--- src/tonh_pkg.sv ---
// Shared types, codes and constants of the tree overlay next-hop unit.
`default_nettype none

package tonh_pkg;

	// Width of the destination and next-hop fields.
	localparam int unsigned HOP_BITS = 16;
	// Width of the fan-out register.
	localparam int unsigned FANOUT_BITS = 16;
	// Width of the step counter of the serial divider.
	localparam int unsigned DIV_CNT_BITS = $clog2(HOP_BITS);
	// Default rank width.
	localparam int unsigned RANK_BITS_DEF = 16;

	// Configuration register indexes.
	localparam logic [1:0] CFG_TREE_SHAPE = 2'd0;
	localparam logic [1:0] CFG_FANOUT_K   = 2'd1;
	localparam logic [1:0] CFG_NODE_COUNT = 2'd2;
	localparam logic [1:0] CFG_SELF_RANK  = 2'd3;

	// Tree shapes.
	localparam logic [1:0] SHAPE_FLAT     = 2'd0;
	localparam logic [1:0] SHAPE_KARY     = 2'd1;
	localparam logic [1:0] SHAPE_MINCRIT  = 2'd2;
	localparam logic [1:0] SHAPE_BINOMIAL = 2'd3;

	// Route status codes.
	localparam logic [1:0] STATUS_ROUTED    = 2'd0;
	localparam logic [1:0] STATUS_INVALID   = 2'd1;
	localparam logic [1:0] STATUS_NOT_BELOW = 2'd2;

	// Reset values of the configuration registers.
	localparam logic [1:0]             SHAPE_RESET  = SHAPE_FLAT;
	localparam logic [FANOUT_BITS-1:0] FANOUT_RESET = FANOUT_BITS'(2);

	typedef enum logic [1:0] {
		ST_IDLE,
		ST_WALK,
		ST_DIVIDE,
		ST_DONE
	} state_t;

endpackage

`default_nettype wire

--- src/tree_overlay_next_hop_unit.sv ---
// Top level of the tree overlay next-hop unit: registers, walk sequencer and output stage.
//
//   Channel  Direction  Handshake            Payload
//   in       sink       in_valid / in_stall  dest_rank
//   out      source     out_valid / out_stall next_hop, route_status
//   config   sink       wr_en                wr_index, wr_data
//
// An accepted item is registered. Each level of the walk takes its parent directly for
// the flat and binomial shapes; for the k-ary and mincrit shapes each parent comes from the
// shared serial divider (one quotient bit per cycle). The walk stops when the parent is
// self_rank or the current rank is not above self_rank; the result then moves into the
// output register. Reset restores the configuration defaults, clears out_valid and leaves
// the block idle. A result held by out_stall does not block the next transfer on the input
// side; only the following result waits for the output register to free up.
`default_nettype none

module tree_overlay_next_hop_unit #(
	parameter int unsigned RANK_BITS = tonh_pkg::RANK_BITS_DEF
) (
	input  wire logic                                  clk,
	input  wire logic                                  arst_n,

	input  wire logic                                  wr_en,
	input  wire logic [1:0]                            wr_index,
	input  wire logic [((RANK_BITS + 1) > tonh_pkg::FANOUT_BITS ?
		(RANK_BITS + 1) : tonh_pkg::FANOUT_BITS)-1:0] wr_data,

	input  wire logic                                  in_valid,
	output logic                                       in_stall,
	input  wire logic [tonh_pkg::HOP_BITS-1:0]          dest_rank,

	output logic                                       out_valid,
	input  wire logic                                  out_stall,
	output logic      [tonh_pkg::HOP_BITS-1:0]          next_hop,
	output logic      [1:0]                            route_status
);

	localparam int unsigned HopBits = tonh_pkg::HOP_BITS;
	localparam int unsigned CntBits = RANK_BITS + 1;
	localparam int unsigned CmpBits = (RANK_BITS > HopBits) ? RANK_BITS : HopBits;
	localparam int unsigned LimBits = (CntBits > HopBits) ? CntBits : HopBits;

	// Configuration registers.
	logic [1:0]                        shape_q;
	logic [tonh_pkg::FANOUT_BITS-1:0]  fanout_q;
	logic [CntBits-1:0]                count_q;
	logic [RANK_BITS-1:0]              self_q;

	tonh_pkg::state_t state_q;
	tonh_pkg::state_t state_d;

	logic [HopBits-1:0] rank_q;
	logic [HopBits-1:0] hop_q;
	logic [1:0]         status_q;

	logic               out_valid_q;
	logic [HopBits-1:0] next_hop_q;
	logic [1:0]         route_status_q;

	logic               div_start;
	logic               div_done;
	logic [HopBits-1:0] div_num;
	logic [HopBits-1:0] div_quot;
	logic [HopBits-1:0] div_rem;

	logic               accept;
	logic               dest_invalid;
	logic               k_zero;
	logic               walk_kary;
	logic               walk_mincrit;
	logic               need_div;
	logic               early_exit;
	logic [HopBits-1:0] direct_parent;
	logic [HopBits-1:0] parent;
	logic               parent_ready;
	logic               hit;
	logic               slot_free;
	logic               load_out;

	always_ff @(posedge clk or negedge arst_n) begin
		if (!arst_n) begin
			shape_q  <= tonh_pkg::SHAPE_RESET;
			fanout_q <= tonh_pkg::FANOUT_RESET;
			count_q  <= CntBits'(1);
			self_q   <= '0;
		end else if (wr_en) begin
			unique case (wr_index)
				tonh_pkg::CFG_TREE_SHAPE: shape_q  <= wr_data[1:0];
				tonh_pkg::CFG_FANOUT_K:   fanout_q <= wr_data[tonh_pkg::FANOUT_BITS-1:0];
				tonh_pkg::CFG_NODE_COUNT: count_q  <= wr_data[CntBits-1:0];
				tonh_pkg::CFG_SELF_RANK:  self_q   <= wr_data[RANK_BITS-1:0];
			endcase
		end
	end

	// Decisions for the current rank of the walk.
	always_comb begin
		accept       = in_valid && !in_stall;
		dest_invalid = (dest_rank == '0) || (LimBits'(dest_rank) >= LimBits'(count_q));
		k_zero       = (fanout_q == '0);
		walk_kary    = (shape_q == tonh_pkg::SHAPE_KARY) && !k_zero;
		walk_mincrit = (shape_q == tonh_pkg::SHAPE_MINCRIT) && !k_zero && (rank_q > fanout_q);
		need_div     = walk_kary || walk_mincrit;
		// Parents strictly decrease, so once the rank is not above self it cannot be met.
		early_exit   = (rank_q == '0) || (CmpBits'(rank_q) <= CmpBits'(self_q));
		direct_parent = (shape_q == tonh_pkg::SHAPE_BINOMIAL) ?
			(rank_q & (rank_q - 1'b1)) : '0;
		div_num = walk_kary ? (rank_q - 1'b1) : (rank_q - fanout_q - 1'b1);
		if (state_q == tonh_pkg::ST_DIVIDE) begin
			parent       = walk_kary ? div_quot : (div_rem + 1'b1);
			parent_ready = div_done;
		end else begin
			parent       = direct_parent;
			parent_ready = (state_q == tonh_pkg::ST_WALK) && !early_exit && !need_div;
		end
		hit       = parent_ready && (CmpBits'(parent) == CmpBits'(self_q));
		slot_free = !out_valid_q || !out_stall;
	end

	always_comb begin
		state_d = state_q;
		unique case (state_q)
			tonh_pkg::ST_IDLE: begin
				if (in_valid) begin
					state_d = dest_invalid ? tonh_pkg::ST_DONE : tonh_pkg::ST_WALK;
				end
			end
			tonh_pkg::ST_WALK: begin
				priority if (early_exit) begin
					state_d = tonh_pkg::ST_DONE;
				end else if (need_div) begin
					state_d = tonh_pkg::ST_DIVIDE;
				end else if (hit) begin
					state_d = tonh_pkg::ST_DONE;
				end else begin
					state_d = tonh_pkg::ST_WALK;
				end
			end
			tonh_pkg::ST_DIVIDE: begin
				if (div_done) begin
					state_d = hit ? tonh_pkg::ST_DONE : tonh_pkg::ST_WALK;
				end
			end
			tonh_pkg::ST_DONE: begin
				if (slot_free) begin
					state_d = tonh_pkg::ST_IDLE;
				end
			end
			default: state_d = tonh_pkg::ST_IDLE;
		endcase
	end

	always_comb begin
		in_stall  = (state_q != tonh_pkg::ST_IDLE);
		div_start = (state_q == tonh_pkg::ST_WALK) && !early_exit && need_div;
		load_out  = (state_q == tonh_pkg::ST_DONE) && slot_free;
	end

	always_ff @(posedge clk or negedge arst_n) begin
		if (!arst_n) begin
			state_q     <= tonh_pkg::ST_IDLE;
			out_valid_q <= 1'b0;
		end else begin
			state_q <= state_d;
			if (load_out) begin
				out_valid_q <= 1'b1;
			end else if (!out_stall) begin
				out_valid_q <= 1'b0;
			end
		end
	end

	always_ff @(posedge clk) begin
		if (accept) begin
			rank_q   <= dest_rank;
			hop_q    <= '0;
			status_q <= dest_invalid ? tonh_pkg::STATUS_INVALID : tonh_pkg::STATUS_NOT_BELOW;
		end else if (parent_ready) begin
			if (hit) begin
				hop_q    <= rank_q;
				status_q <= tonh_pkg::STATUS_ROUTED;
			end else begin
				rank_q <= parent;
			end
		end
		if (load_out) begin
			next_hop_q     <= hop_q;
			route_status_q <= status_q;
		end
	end

	tonh_div u_div (
		.clk    (clk),
		.arst_n (arst_n),
		.start  (div_start),
		.num    (div_num),
		.den    (fanout_q),
		.done   (div_done),
		.quot   (div_quot),
		.rem    (div_rem)
	);

	assign out_valid    = out_valid_q;
	assign next_hop     = next_hop_q;
	assign route_status = route_status_q;

endmodule

`default_nettype wire

--- src/tonh_div.sv ---
// Restoring serial divider that yields one quotient bit per cycle.
`default_nettype none

module tonh_div (
	input  wire logic                         clk,
	input  wire logic                         arst_n,
	input  wire logic                         start,
	input  wire logic [tonh_pkg::HOP_BITS-1:0] num,
	input  wire logic [tonh_pkg::HOP_BITS-1:0] den,
	output logic                              done,
	output logic      [tonh_pkg::HOP_BITS-1:0] quot,
	output logic      [tonh_pkg::HOP_BITS-1:0] rem
);

	localparam int unsigned Bits = tonh_pkg::HOP_BITS;
	localparam logic [tonh_pkg::DIV_CNT_BITS-1:0] LastStep =
		tonh_pkg::DIV_CNT_BITS'(Bits - 1);

	logic [Bits-1:0]                     num_q;
	logic [Bits-1:0]                     den_q;
	logic [Bits-1:0]                     rem_q;
	logic [tonh_pkg::DIV_CNT_BITS-1:0]   cnt_q;
	logic                                busy_q;
	logic                                done_q;

	logic [Bits:0] trial;
	logic [Bits:0] diff;
	logic          fits;

	// The partial remainder takes the next numerator bit; the divisor is subtracted when it fits.
	always_comb begin
		trial = {rem_q, num_q[Bits-1]};
		diff  = trial - {1'b0, den_q};
		fits  = (trial >= {1'b0, den_q});
	end

	always_ff @(posedge clk or negedge arst_n) begin
		if (!arst_n) begin
			busy_q <= 1'b0;
			done_q <= 1'b0;
			cnt_q  <= '0;
		end else begin
			done_q <= 1'b0;
			if (start) begin
				busy_q <= 1'b1;
				cnt_q  <= '0;
			end else if (busy_q) begin
				cnt_q <= cnt_q + 1'b1;
				if (cnt_q == LastStep) begin
					busy_q <= 1'b0;
					done_q <= 1'b1;
				end
			end
		end
	end

	always_ff @(posedge clk) begin
		if (start) begin
			num_q <= num;
			den_q <= den;
			rem_q <= '0;
		end else if (busy_q) begin
			num_q <= {num_q[Bits-2:0], fits};
			rem_q <= fits ? diff[Bits-1:0] : trial[Bits-1:0];
		end
	end

	assign done = done_q;
	assign quot = num_q;
	assign rem  = rem_q;

endmodule

`default_nettype wire
--- config.mk ---
export PLATFORM = sky130hd
export DESIGN_NAME = tree_overlay_next_hop_unit
export DESIGN_NICKNAME = d
export VERILOG_FILES = /design/src/tonh_pkg.sv /design/src/tree_overlay_next_hop_unit.sv /design/src/tonh_div.sv
export SDC_FILE = /design/constraint.sdc
export NUM_CORES = 1
export LEC_CHECK = 0
export BUFFER_PORTS_ARGS = -buffer_cell sky130_fd_sc_hd__buf_2
export CORE_MARGIN = 2
export CORE_UTILIZATION = 30
export DETAILED_ROUTE_END_ITERATION = 8
export GPL_ROUTABILITY_DRIVEN = 0
export PLACE_DENSITY_LB_ADDON = 0.1
export SLEW_MARGIN = 20
export SYNTH_ARGS = -nofsm -noshare
export SYNTH_HDL_FRONTEND = slang
export SYNTH_SLANG_ARGS = --single-unit
--- constraint.sdc ---
create_clock -name clk -period 5 [get_ports clk]
set_input_delay 0.25 -clock clk [delete_from_list [all_inputs] [get_ports clk]]
set_output_delay 0.25 -clock clk [all_outputs]
set_load 0.005 [all_outputs]
==> flow_summary.json, run 1 <==
{
  "wl_met2_um": 15780,
  "cp_top_family": "simple AND/OR/NAND/NOR gates",
  "synth_compound_area_frac": 0.1497,
  "synthAdderAreaFrac": 0.1051,
  "cts.sinks": 160,
  "stdcell_area_um2": 11760,
  "crit_fanout": 6,
  "drv_slew": 0,
  "holdPathStages": 2,
  "min_path_type": "in -> reg",
  "synth_nets": 1214,
  "first_iter_violations": 628,
  "vias": 8533,
  "first_pass_iters": 8,
  "h-tree-depth": 4,
  "root_buffer": "clkbuf_16",
  "ys.flop_type": "edfxtp_1",
  "synth_edf_count": 68,
  "ir_drop_uv": 254.1,
  "diodes": 0,
  "ant_nets": 0,
  "synth_cell_types": 75,
  "grt_pass1_vias": 8176,
  "viasPerCell": 5.307,
  "rr_endpoint": "state_q[1]",
  "fin_crit_sh": 0.9456,
  "cts_buffers": 17,
  "min_to": "count_q[16]",
  "cellPowerDensity_nw_per_um2": 642.0,
  "r2r-start": "rank_q[0]",
  "cts_buffer_depth": 2,
  "ys_seq_area_frac": 0.4080,
  "fp.dieH_um": 188.9,
  "dieArea_um2": 35700,
  "yosys.area_share.simple": 0.1739,
  "multi_input_area_um2": 5617,
  "synthXorXnorAreaFrac": 0.04182,
  "nets": 1272,
  "grt_use_total": 0.1988,
  "r2r_cells": 17,
  "port_buffers": 59,
  "worstPathCellList": "or3_1, or3_1, or3_1, or3_1, nor3_2, inv_1, or3_1, ha_1, nor2_1, nor2_1, o32ai_1, a31oi_1, a31oi_1, o31ai_2, or4_4, a32oi_1, a2bb2oi_1",
  "cap_violations": 0,
  "grt_max_degree": 61,
  "syn_area_um2": 10260,
  "wl_per_cell_um": 22.04,
  "drive_gt1_frac": 0.1690,
  "ys_warn_count": 0,
  "outcome": "finished clean",
  "crit_top_cell": "or3_1",
  "dp_hpwl_um": 27080,
  "p_leak_nw": 4.920,
  "slew-limit-headroom": 0.3154,
  "nFillCells": 3462,
  "worst_ep_required_time_ns": 5.37,
  "die-width_um": 188.9,
  "max_freq_ghz": 0.2115,
  "wl_met3_um": 1970,
  "r2r_setup_slack_ns": 0.27,
  "end_kind": "register",
  "fin_skew_ns": 0.01376,
  "grt_overflow_total": 0,
  "syn_to_final_growth_pct": 14.60,
  "final_util": 0.3498,
  "antenna_found_initial": 0,
  "initial_core_util": 0.3052,
  "avgSynthCellArea_um2": 9.422,
  "setup_tns_ns": 0,
  "criticalPathCategory": "reg -> reg",
  "routed.top_layer": "met4",
  "cts.clk_slew.worst_paths_ns": 0.07,
  "setup-violations-final": 0,
  "hold_ws_ns": 0.03521,
  "core-area_um2": 33620,
  "synthMuxAreaShare": 0.07206,
  "dp_slack_ns": 0.1942,
  "finalHoldViolCount": 0,
  "synth_area_leader_cell": "edfxtp_1",
  "synth_top_area_share": 0.1990,
  "cpMaxStageDelayCell": "or4_4",
  "tightest_slew_ns": 1.027,
  "min_period_ns": 4.728,
  "drc_errors": 0,
  "synthCells": 1089,
  "core.rowCount": 67,
  "ioPinCount": 60,
  "grt_pass1_wl_um": 52340,
  "synth_top_family_by_area": "simple AND/OR/NAND/NOR gates",
  "seq_area_um2": 4187,
  "ys_seq_elements": 160,
  "rsz0062_at_grt": "no",
  "crit_arrival_ns": 5.10,
  "cts_tree": "done",
  "wl_met1_um": 17060,
  "worstSkewPairLatency_ns": 0.45,
  "slowest_delay_ns": 0.60,
  "cp_num_buf_inv": 1,
  "dpl-instance-area_um2": 11110,
  "routed_wl_um": 35440,
  "hp-start": "wr_data[16]",
  "setup_ws_ns": 0.2720,
  "synth-async-reset-ratio": 0.3750,
  "start_kind": "register",
  "synth_area_leaders": "edfxtp_1 20%, dfrtp_1 14%, ha_1 10%"
}
[repair_timing]
action,CTS,global route
setup endpoints to repair,0,3
buffers inserted,0,3
gates resized for setup,0,3
endpoints found under the hold margin,9,0
hold buffers,1,0
[Yosys cell counts (4+ instances only)]
library cell  count
dfxtp_1          32
or3_1            10
nor3_1           22
a32oi_1           5
nor2_1          109
mux2i_1          12
a211oi_1         20
ha_1             83
clkbuf_1         33
nand2_1          89
a21o_1           17
nand4_1          22
xor2_1           14
nor4_1           12
nor2b_1          12
edfxtp_1         68
dfrtp_1          58
o21a_1            5
a221oi_1          4
buf_2             8
mux2_2           55
nand2b_1          5
nand3_1          44
a31oi_1          18
o2111ai_1         4
inv_1            87
a21oi_1          75
o31ai_1           6
nor4_2            5
and3_1            7
o21ai_1           4
o211ai_1          6
xnor2_1          35
o21ai_0          35
[kinds of logic after synthesis]
family                     count (synthesis)
AOI/OAI and AO/OA                        236
xor gates and xnor gates                  49
buffers and inverters                    132
DFF                                      160
adders and majority gates                 85
and+or+nand+nor                          360
muxes                                     67
[layer usage]
metal,up-vias,track usage
li1,4097,-
met5,-,0
met4,0,0.05288
met1,4182,0.2842
met3,40,0.03559
met2,214,0.3081
[registers in the layout, summed over array words and instances (netlist names)]
register      cells
u_div.done        1
state_q           2
out_valid         1
rank_q           16
u_div.busy_q      1
next_hop         16
shape_q           2
route_status      2
fanout_q         16
u_div.cnt_q       4
u_div.den_q      16
count_q          17
u_div.quot       16
status_q          2
hop_q            16
u_div.rem        16
self_q           16
[stage by stage]
stage / instances / power, mW
after CTS: 1604 / 7.540
after global placement: 1571 / 6.179
after global routing: 1608 / 8.073
final: 1608 / 7.549
after detailed placement: 1571 / 6.155
after floorplan: 1089 / 4.850
[worst max path at each step]
stage / depth (start not counted) / start / endpoint / slack (ns)
finish: 17 / rank_q[0] / state_q[1] / 0.27
global route: 17 / rank_q[0] / state_q[1] / 0.02
CTS: 17 / rank_q[0] / state_q[1] / 0.20
detailed placement: 17 / rank_q[0] / state_q[1] / 0.19
global placement: 17 / rank_q[0] / state_q[1] / 0.34
floorplan: 16 / rank_q[1] / rank_q[0] / 0.42
[layout by cell type (no fill, tap or decap), drive strengths merged, types with 12 or more instances in the layout]
master,Yosys,final
nor2,109,109
o21ai,39,39
xor2,14,14
mux2,55,55
dfrtp,58,58
clkbuf,34,19
mux2i,12,12
a211oi,21,21
inv,87,96
buf,11,82
a31oi,18,18
edfxtp,68,68
dfxtp,32,32
nor3,22,22
a21o,17,17
nand4,23,23
nand3,45,45
a21oi,75,75
nor2b,12,12
ha,83,83
nand2,89,89
xnor2,35,35
nor4,18,18
[power breakdown]
group	switching, mW	internal [mW]
clock	0.613	0.737
combinational	2.24	1.49
sequential	0.604	1.87
[layout make-up]
cell class / instances / share of cell area
multi-input combinational: 798 / 0.4777
sequential: 160 / 0.3560
tap: 448 / 0.04767
timing repair buffer: 83 / 0.04043
clock buffer: 19 / 0.03863
inverter: 87 / 0.02777
clock inverter: 13 / 0.01181
No activity file was read; power rests on OpenSTA's default activity.
==> run 2, diff against run 1 <==
Settings changed: BUFFER_PORTS_ARGS -buffer_cell sky130_fd_sc_hd__buf_2 to unset, DONT_BUFFER_PORTS set to 1.
==> flow_summary.json, run 2 (same netlist as run 1, synthesis figures left out) <==
{
  "cts_tree": "done",
  "rr_endpoint": "state_q[1]",
  "dp_hpwl_um": 26910,
  "port_buffers": 0,
  "dieArea_um2": 35700,
  "clkPwrFrac": 0.179,
  "grt_pass1_wl_um": 53070,
  "vias": 8434,
  "drc_errors": 0,
  "fp.dieH_um": 188.9,
  "h-tree-depth": 4,
  "slew-limit-headroom": 0.3181,
  "syn_to_final_growth_pct": 14.16,
  "drive_gt1_frac": 0.1205,
  "r2r-start": "rank_q[0]",
  "final_cell_mix": "108 x nor2_1, 89 x nand2_1, 87 x inv_1",
  "nFillCells": 3489,
  "cp_top_family": "simple AND/OR/NAND/NOR gates",
  "core.rowCount": 67,
  "cellPowerDensity_nw_per_um2": 636.5,
  "antenna_found_initial": 0,
  "ir_drop_uv": 286.8,
  "ioPinCount": 60,
  "hold_ws_ns": 0.04161,
  "cap_violations": 0,
  "root_buffer": "clkbuf_16",
  "min_to": "rank_q[3]",
  "cpMaxStageDelayCell": "or4_4",
  "crit_cells": 17,
  "fin_crit_sh": 0.9484,
  "initial_core_util": 0.3052,
  "core-area_um2": 33620,
  "ant_nets": 0,
  "cts.clk_slew.worst_paths_ns": 0.07,
  "crit_top_cell": "or3_1",
  "regMostFlops": "count_q",
  "grt_use_total": 0.2007,
  "setup_tns_ns": 0,
  "nets": 1232,
  "worstSkewPairLatency_ns": 0.43,
  "p_total_mw": 7.456,
  "die-width_um": 188.9,
  "holdPathStages": 2,
  "switching_power_mw": 3.356,
  "cts.sinks": 160,
  "min_period_ns": 4.742,
  "final_common_cell": "nor2_1",
  "hp-start": "dest_rank[3]",
  "tightest_slew_ns": 1.019,
  "setup_ws_ns": 0.2578,
  "grt_max_degree": 61,
  "p_leak_nw": 4.783,
  "dp_slack_ns": 0.1886,
  "crit_fanout": 5,
  "cp_num_buf_inv": 1,
  "first_iter_violations": 756,
  "max_freq_ghz": 0.2109,
  "pwr-share-seq": 0.332,
  "outcome": "finished clean",
  "worst_ep_required_time_ns": 5.35,
  "start_kind": "register",
  "grt_pass1_vias": 8217,
  "end_kind": "register",
  "diodes": 0,
  "r2r_setup_slack_ns": 0.26,
  "viasPerCell": 5.379,
  "largest_register_ff_count": 17,
  "finalHoldViolCount": 0,
  "slowest_delay_ns": 0.61,
  "drv_slew": 0,
  "setup-violations-final": 0,
  "swShare": 0.4501,
  "criticalPathCategory": "reg -> reg",
  "worstPathCellList": "or3_1, or3_1, or3_1, or3_1, nor3_2, inv_1, or3_1, ha_1, xnor2_1, a31oi_1, o32ai_1, a31oi_1, a31oi_1, o31ai_1, or4_4, a32oi_1, a2bb2oi_1",
  "p_int_mw": 4.100,
  "crit_arrival_ns": 5.09,
  "min_path_type": "in -> reg",
  "first_pass_iters": 5,
  "fin_skew_ns": 0.01259,
  "cts_buffers": 17,
  "r2r_cells": 17,
  "comb_power_share": 0.489,
  "grt_overflow_total": 0,
  "rsz0062_at_grt": "no",
  "cts_buffer_depth": 2,
  "wl_per_cell_um": 22.46,
  "routed_wl_um": 35210
}
-- run 2: cell count changes in the layout (fill, tap and decap cells not counted), moves of 3 or more --
cell           change
clkinv_4           +3
inv_8              -4
dlygate4sd3_1     +19
buf_2             -60
-- run 2: area by class of cell --
type                       count  area (µm²)  share of cell area
sequential                   160        4187              0.3574
multi-input combinational    798        5622              0.4799
timing repair buffer          43       417.9             0.03568
clock inverter                 7       61.31            0.005234
tap                          448       560.5             0.04785
inverter                      87       326.6             0.02788
clock buffer                  25       539.3             0.04604
-- run 2: worst max-delay path by stage --
| stage | start | to | slack, ns |
|---|---|---|---|
| 4_1_cts | rank_q[0] | state_q[1] | 0.19 |
| 6_report | rank_q[0] | state_q[1] | 0.26 |
| 3_3_place_gp | rank_q[0] | state_q[1] | 0.32 |
| 3_5_place_dp | rank_q[0] | state_q[1] | 0.19 |
| 5_1_grt | rank_q[0] | state_q[1] | 0.04 |
| 2_1_floorplan | rank_q[1] | rank_q[0] | 0.42 |
-- run 2: through the flow --
step           area [µm²]  instances  utilization
3_3_place_gp        10840       1513       0.3224
6_report            11710       1568       0.3485
3_5_place_dp        10840       1513       0.3225
4_1_cts             11670       1566       0.3472
5_1_grt             11710       1568       0.3485
2_1_floorplan       10260       1089            -
-- run 2: worst reg2reg max path, stage by stage (launching register included) --
cell       delay (ns)
edfxtp_1         0.46
or3_1            0.43
or3_1            0.37
or3_1            0.35
or3_1            0.37
nor3_2           0.15
inv_1            0.09
or3_1            0.31
ha_1             0.24
xnor2_1          0.16
a31oi_1          0.11
o32ai_1          0.16
a31oi_1          0.13
a31oi_1          0.15
o31ai_1          0.17
or4_4            0.61
a32oi_1          0.22
a2bb2oi_1        0.16
-- run 2: power by group through the flow --
stage                     sequential (mW)  combinational [mW]  clock (mW)
after floorplan                      2.19                2.66           0
after global placement               2.49                3.59           0
after detailed placement             2.49                3.57           0
after CTS                            2.47                3.62        1.38
after global routing                 2.53                4.08        1.42
final                                2.47                3.65        1.33
-- run 2: timing repair --
| action | in CTS | in global routing |
|---|---|---|
| setup endpoints to repair | 0 | 3 |
| resized for setup | 0 | 2 |
| setup buffers | 0 | 1 |
| hold buffers | 21 | 0 |
| endpoints found under the hold margin | 113 | 0 |
-- run 2: per-layer routing --
metal  GRT usage  wire length, µm  vias up
met5           0                0        -
met4     0.05439              724        0
met3     0.03077             1716       45
met2      0.3105            15630      226
met1      0.2904            17140     4147
li1            -                -     4016
==> run 3, diff against run 2 <==
Settings changed: SYNTH_HIERARCHICAL set to 1.
==> flow_summary.json, run 3 <==
{
  "final_cell_mix": "105 x inv_1, 83 x ha_1, 82 x nor2_1",
  "core.rowCount": 68,
  "dp_slack_ns": 0.7342,
  "synth_edf_count": 68,
  "antenna_found_initial": 0,
  "first_pass_iters": 5,
  "comb_power_share": 0.495,
  "rsz0062_at_grt": "no",
  "final_common_cell": "inv_1",
  "switching_power_mw": 3.193,
  "max_freq_ghz": 0.2372,
  "min_path_type": "in -> reg",
  "ys.flop_type": "edfxtp_1",
  "nFillCells": 3638,
  "nets": 1244,
  "cts.clk_slew.worst_paths_ns": 0.07,
  "routed_wl_um": 37180,
  "dpl-instance-area_um2": 11180,
  "die-width_um": 191.1,
  "cts.sinks": 160,
  "ctsResizeCount": 0,
  "layout.cells.non_filler": 1587,
  "grt_overflow_total": 0,
  "cts_buffer_depth": 2,
  "tightest_slew_ns": 0.9665,
  "cellPowerDensity_nw_per_um2": 596.0,
  "cts_setup_buffers": 0,
  "synth_top_area_share": 0.1944,
  "crit_fanout": 16,
  "ir_drop_uv": 272.8,
  "ys_seq_area_frac": 0.3986,
  "fin_skew_ns": 0.01128,
  "crit_arrival_ns": 4.28,
  "end_kind": "register",
  "holdPathStages": 1,
  "worst_ep_required_time_ns": 5.07,
  "worstSkewPairLatency_ns": 0.44,
  "diodes": 0,
  "core-area_um2": 34540,
  "synth.top_cells.by_count": "105 x inv_1, 83 x ha_1, 83 x nor2_1, 75 x nand2_1, 74 x a21oi_1",
  "outcome": "finished clean",
  "drc_errors": 0,
  "start_kind": "register",
  "grt_max_degree": 61,
  "setup-violations-final": 0,
  "p_leak_nw": 5.026,
  "dieArea_um2": 36520,
  "synth-async-reset-ratio": 0.3750,
  "synth_nets": 1204,
  "ant_nets": 0,
  "drv_slew": 0,
  "syn_area_um2": 10500,
  "ioPinCount": 60,
  "min_period_ns": 4.216,
  "grt_use_total": 0.2086,
  "grt_pass1_vias": 8327,
  "stdcell_area_um2": 12000,
  "final_util": 0.3473,
  "fin_crit_sh": 0.8431,
  "dp_hpwl_um": 29730,
  "finalHoldViolCount": 0,
  "place_inst": 1534,
  "ys_warn_count": 6,
  "grt_pass1_wl_um": 55200,
  "synth_area_leaders": "edfxtp_1 19%, dfrtp_1 14%, ha_1 9.9%",
  "slew-limit-headroom": 0.3536,
  "first_iter_violations": 723,
  "drive_gt1_frac": 0.1352,
  "r2r_cells": 10,
  "synth_cell_types": 81,
  "regMostFlops": "count_q",
  "fp.dieH_um": 191.1,
  "setup_ws_ns": 0.7845,
  "clkPwrFrac": 0.186,
  "synth_area_leader_cell": "edfxtp_1",
  "setup_tns_ns": 0,
  "avgSynthCellArea_um2": 9.734,
  "p_int_mw": 3.957,
  "criticalPathCategory": "reg -> reg",
  "viasPerCell": 5.360,
  "port_buffers": 0,
  "cts_buffers": 17,
  "root_buffer": "clkbuf_16",
  "vias": 8507,
  "largest_register_ff_count": 17,
  "initial_core_util": 0.3040,
  "h-tree-depth": 4,
  "syn_to_final_growth_pct": 14.24,
  "cts_hold_buffers": 21,
  "ys_seq_elements": 160,
  "swShare": 0.4465,
  "synthCells": 1079,
  "synth_most_common_cell": "inv_1",
  "cap_violations": 0,
  "cts_tree": "done",
  "wl_per_cell_um": 23.43,
  "pwr-share-seq": 0.319
}
[run 3: power groups by stage]
stage                     Combinational [mW]  Sequential [mW]  Clock [mW]
after floorplan                         2.50             2.10           0
after global placement                  3.47             2.31           0
after detailed placement                3.44             2.31           0
after CTS                               3.50             2.28        1.36
after global routing                    3.89             2.33        1.41
final                                   3.54             2.28        1.33
[run 3: critical path, stage by stage, from the launching register on]
cell and delay, ns:
dfrtp_1 0.41, or4_1 0.64, o41a_1 0.65, buf_4 0.31
nor3_1 0.46, nand2_1 0.10, o311ai_0 0.17, a21oi_1 0.13
and4b_1 0.24, nand2_4 0.07, a22o_1 0.65
[run 3: cell type report]
cell class                 count  area, µm²  share of cell area
clock buffer                  22      496.7             0.04140
inverter                     105      394.1             0.03285
clock inverter                10      83.83            0.006987
sequential                   160       4187              0.3489
tap                          455      569.3             0.04745
timing repair buffer          52      460.4             0.03838
multi-input combinational    783       5807              0.4840
[run 3: logic make-up after synthesis]
group	after synthesis	synth area share
AOI/OAI and AO/OA	260	0.1662
adders and majority gates	85	0.1027
muxes	98	0.1017
buffers and inverters	136	0.05135
DFF	160	0.3986
and+or+nand+nor	293	0.1402
xor gates and xnor gates	47	0.03919
[run 3: routing by layer]
| metal | GRT usage | up-vias | part of all wire |
|---|---|---|---|
| met1 | 0.2929 | 4155 | 0.47 |
| met3 | 0.04737 | 53 | 0.060 |
| met2 | 0.3161 | 254 | 0.44 |
| met5 | 0 | - | 0 |
| li1 | - | 4045 | - |
| met4 | 0.06716 | 0 | 0.029 |
[run 3: path summary, 6_finish.rpt]
path                            slack, ns               to         start
worst max-delay path                 0.78        rank_q[0]  fanout_q[15]
worst min-delay path                 0.03        rank_q[2]  dest_rank[2]
worst max register to register       0.78        rank_q[0]  fanout_q[15]
worst min register to register       0.43  route_status[0]   status_q[0]
max in group asynchronous            4.35       count_q[0]        arst_n
min in group asynchronous            0.32       count_q[6]        arst_n
[run 3: stage by stage]
stage	total power, mW	hold slack (ns)
after global placement	5.780	-0.04390
after floorplan	4.606	-0.04559
after detailed placement	5.751	-0.04398
final	7.150	0.03155
after global routing	7.630	0.01448
after CTS	7.143	0.01224
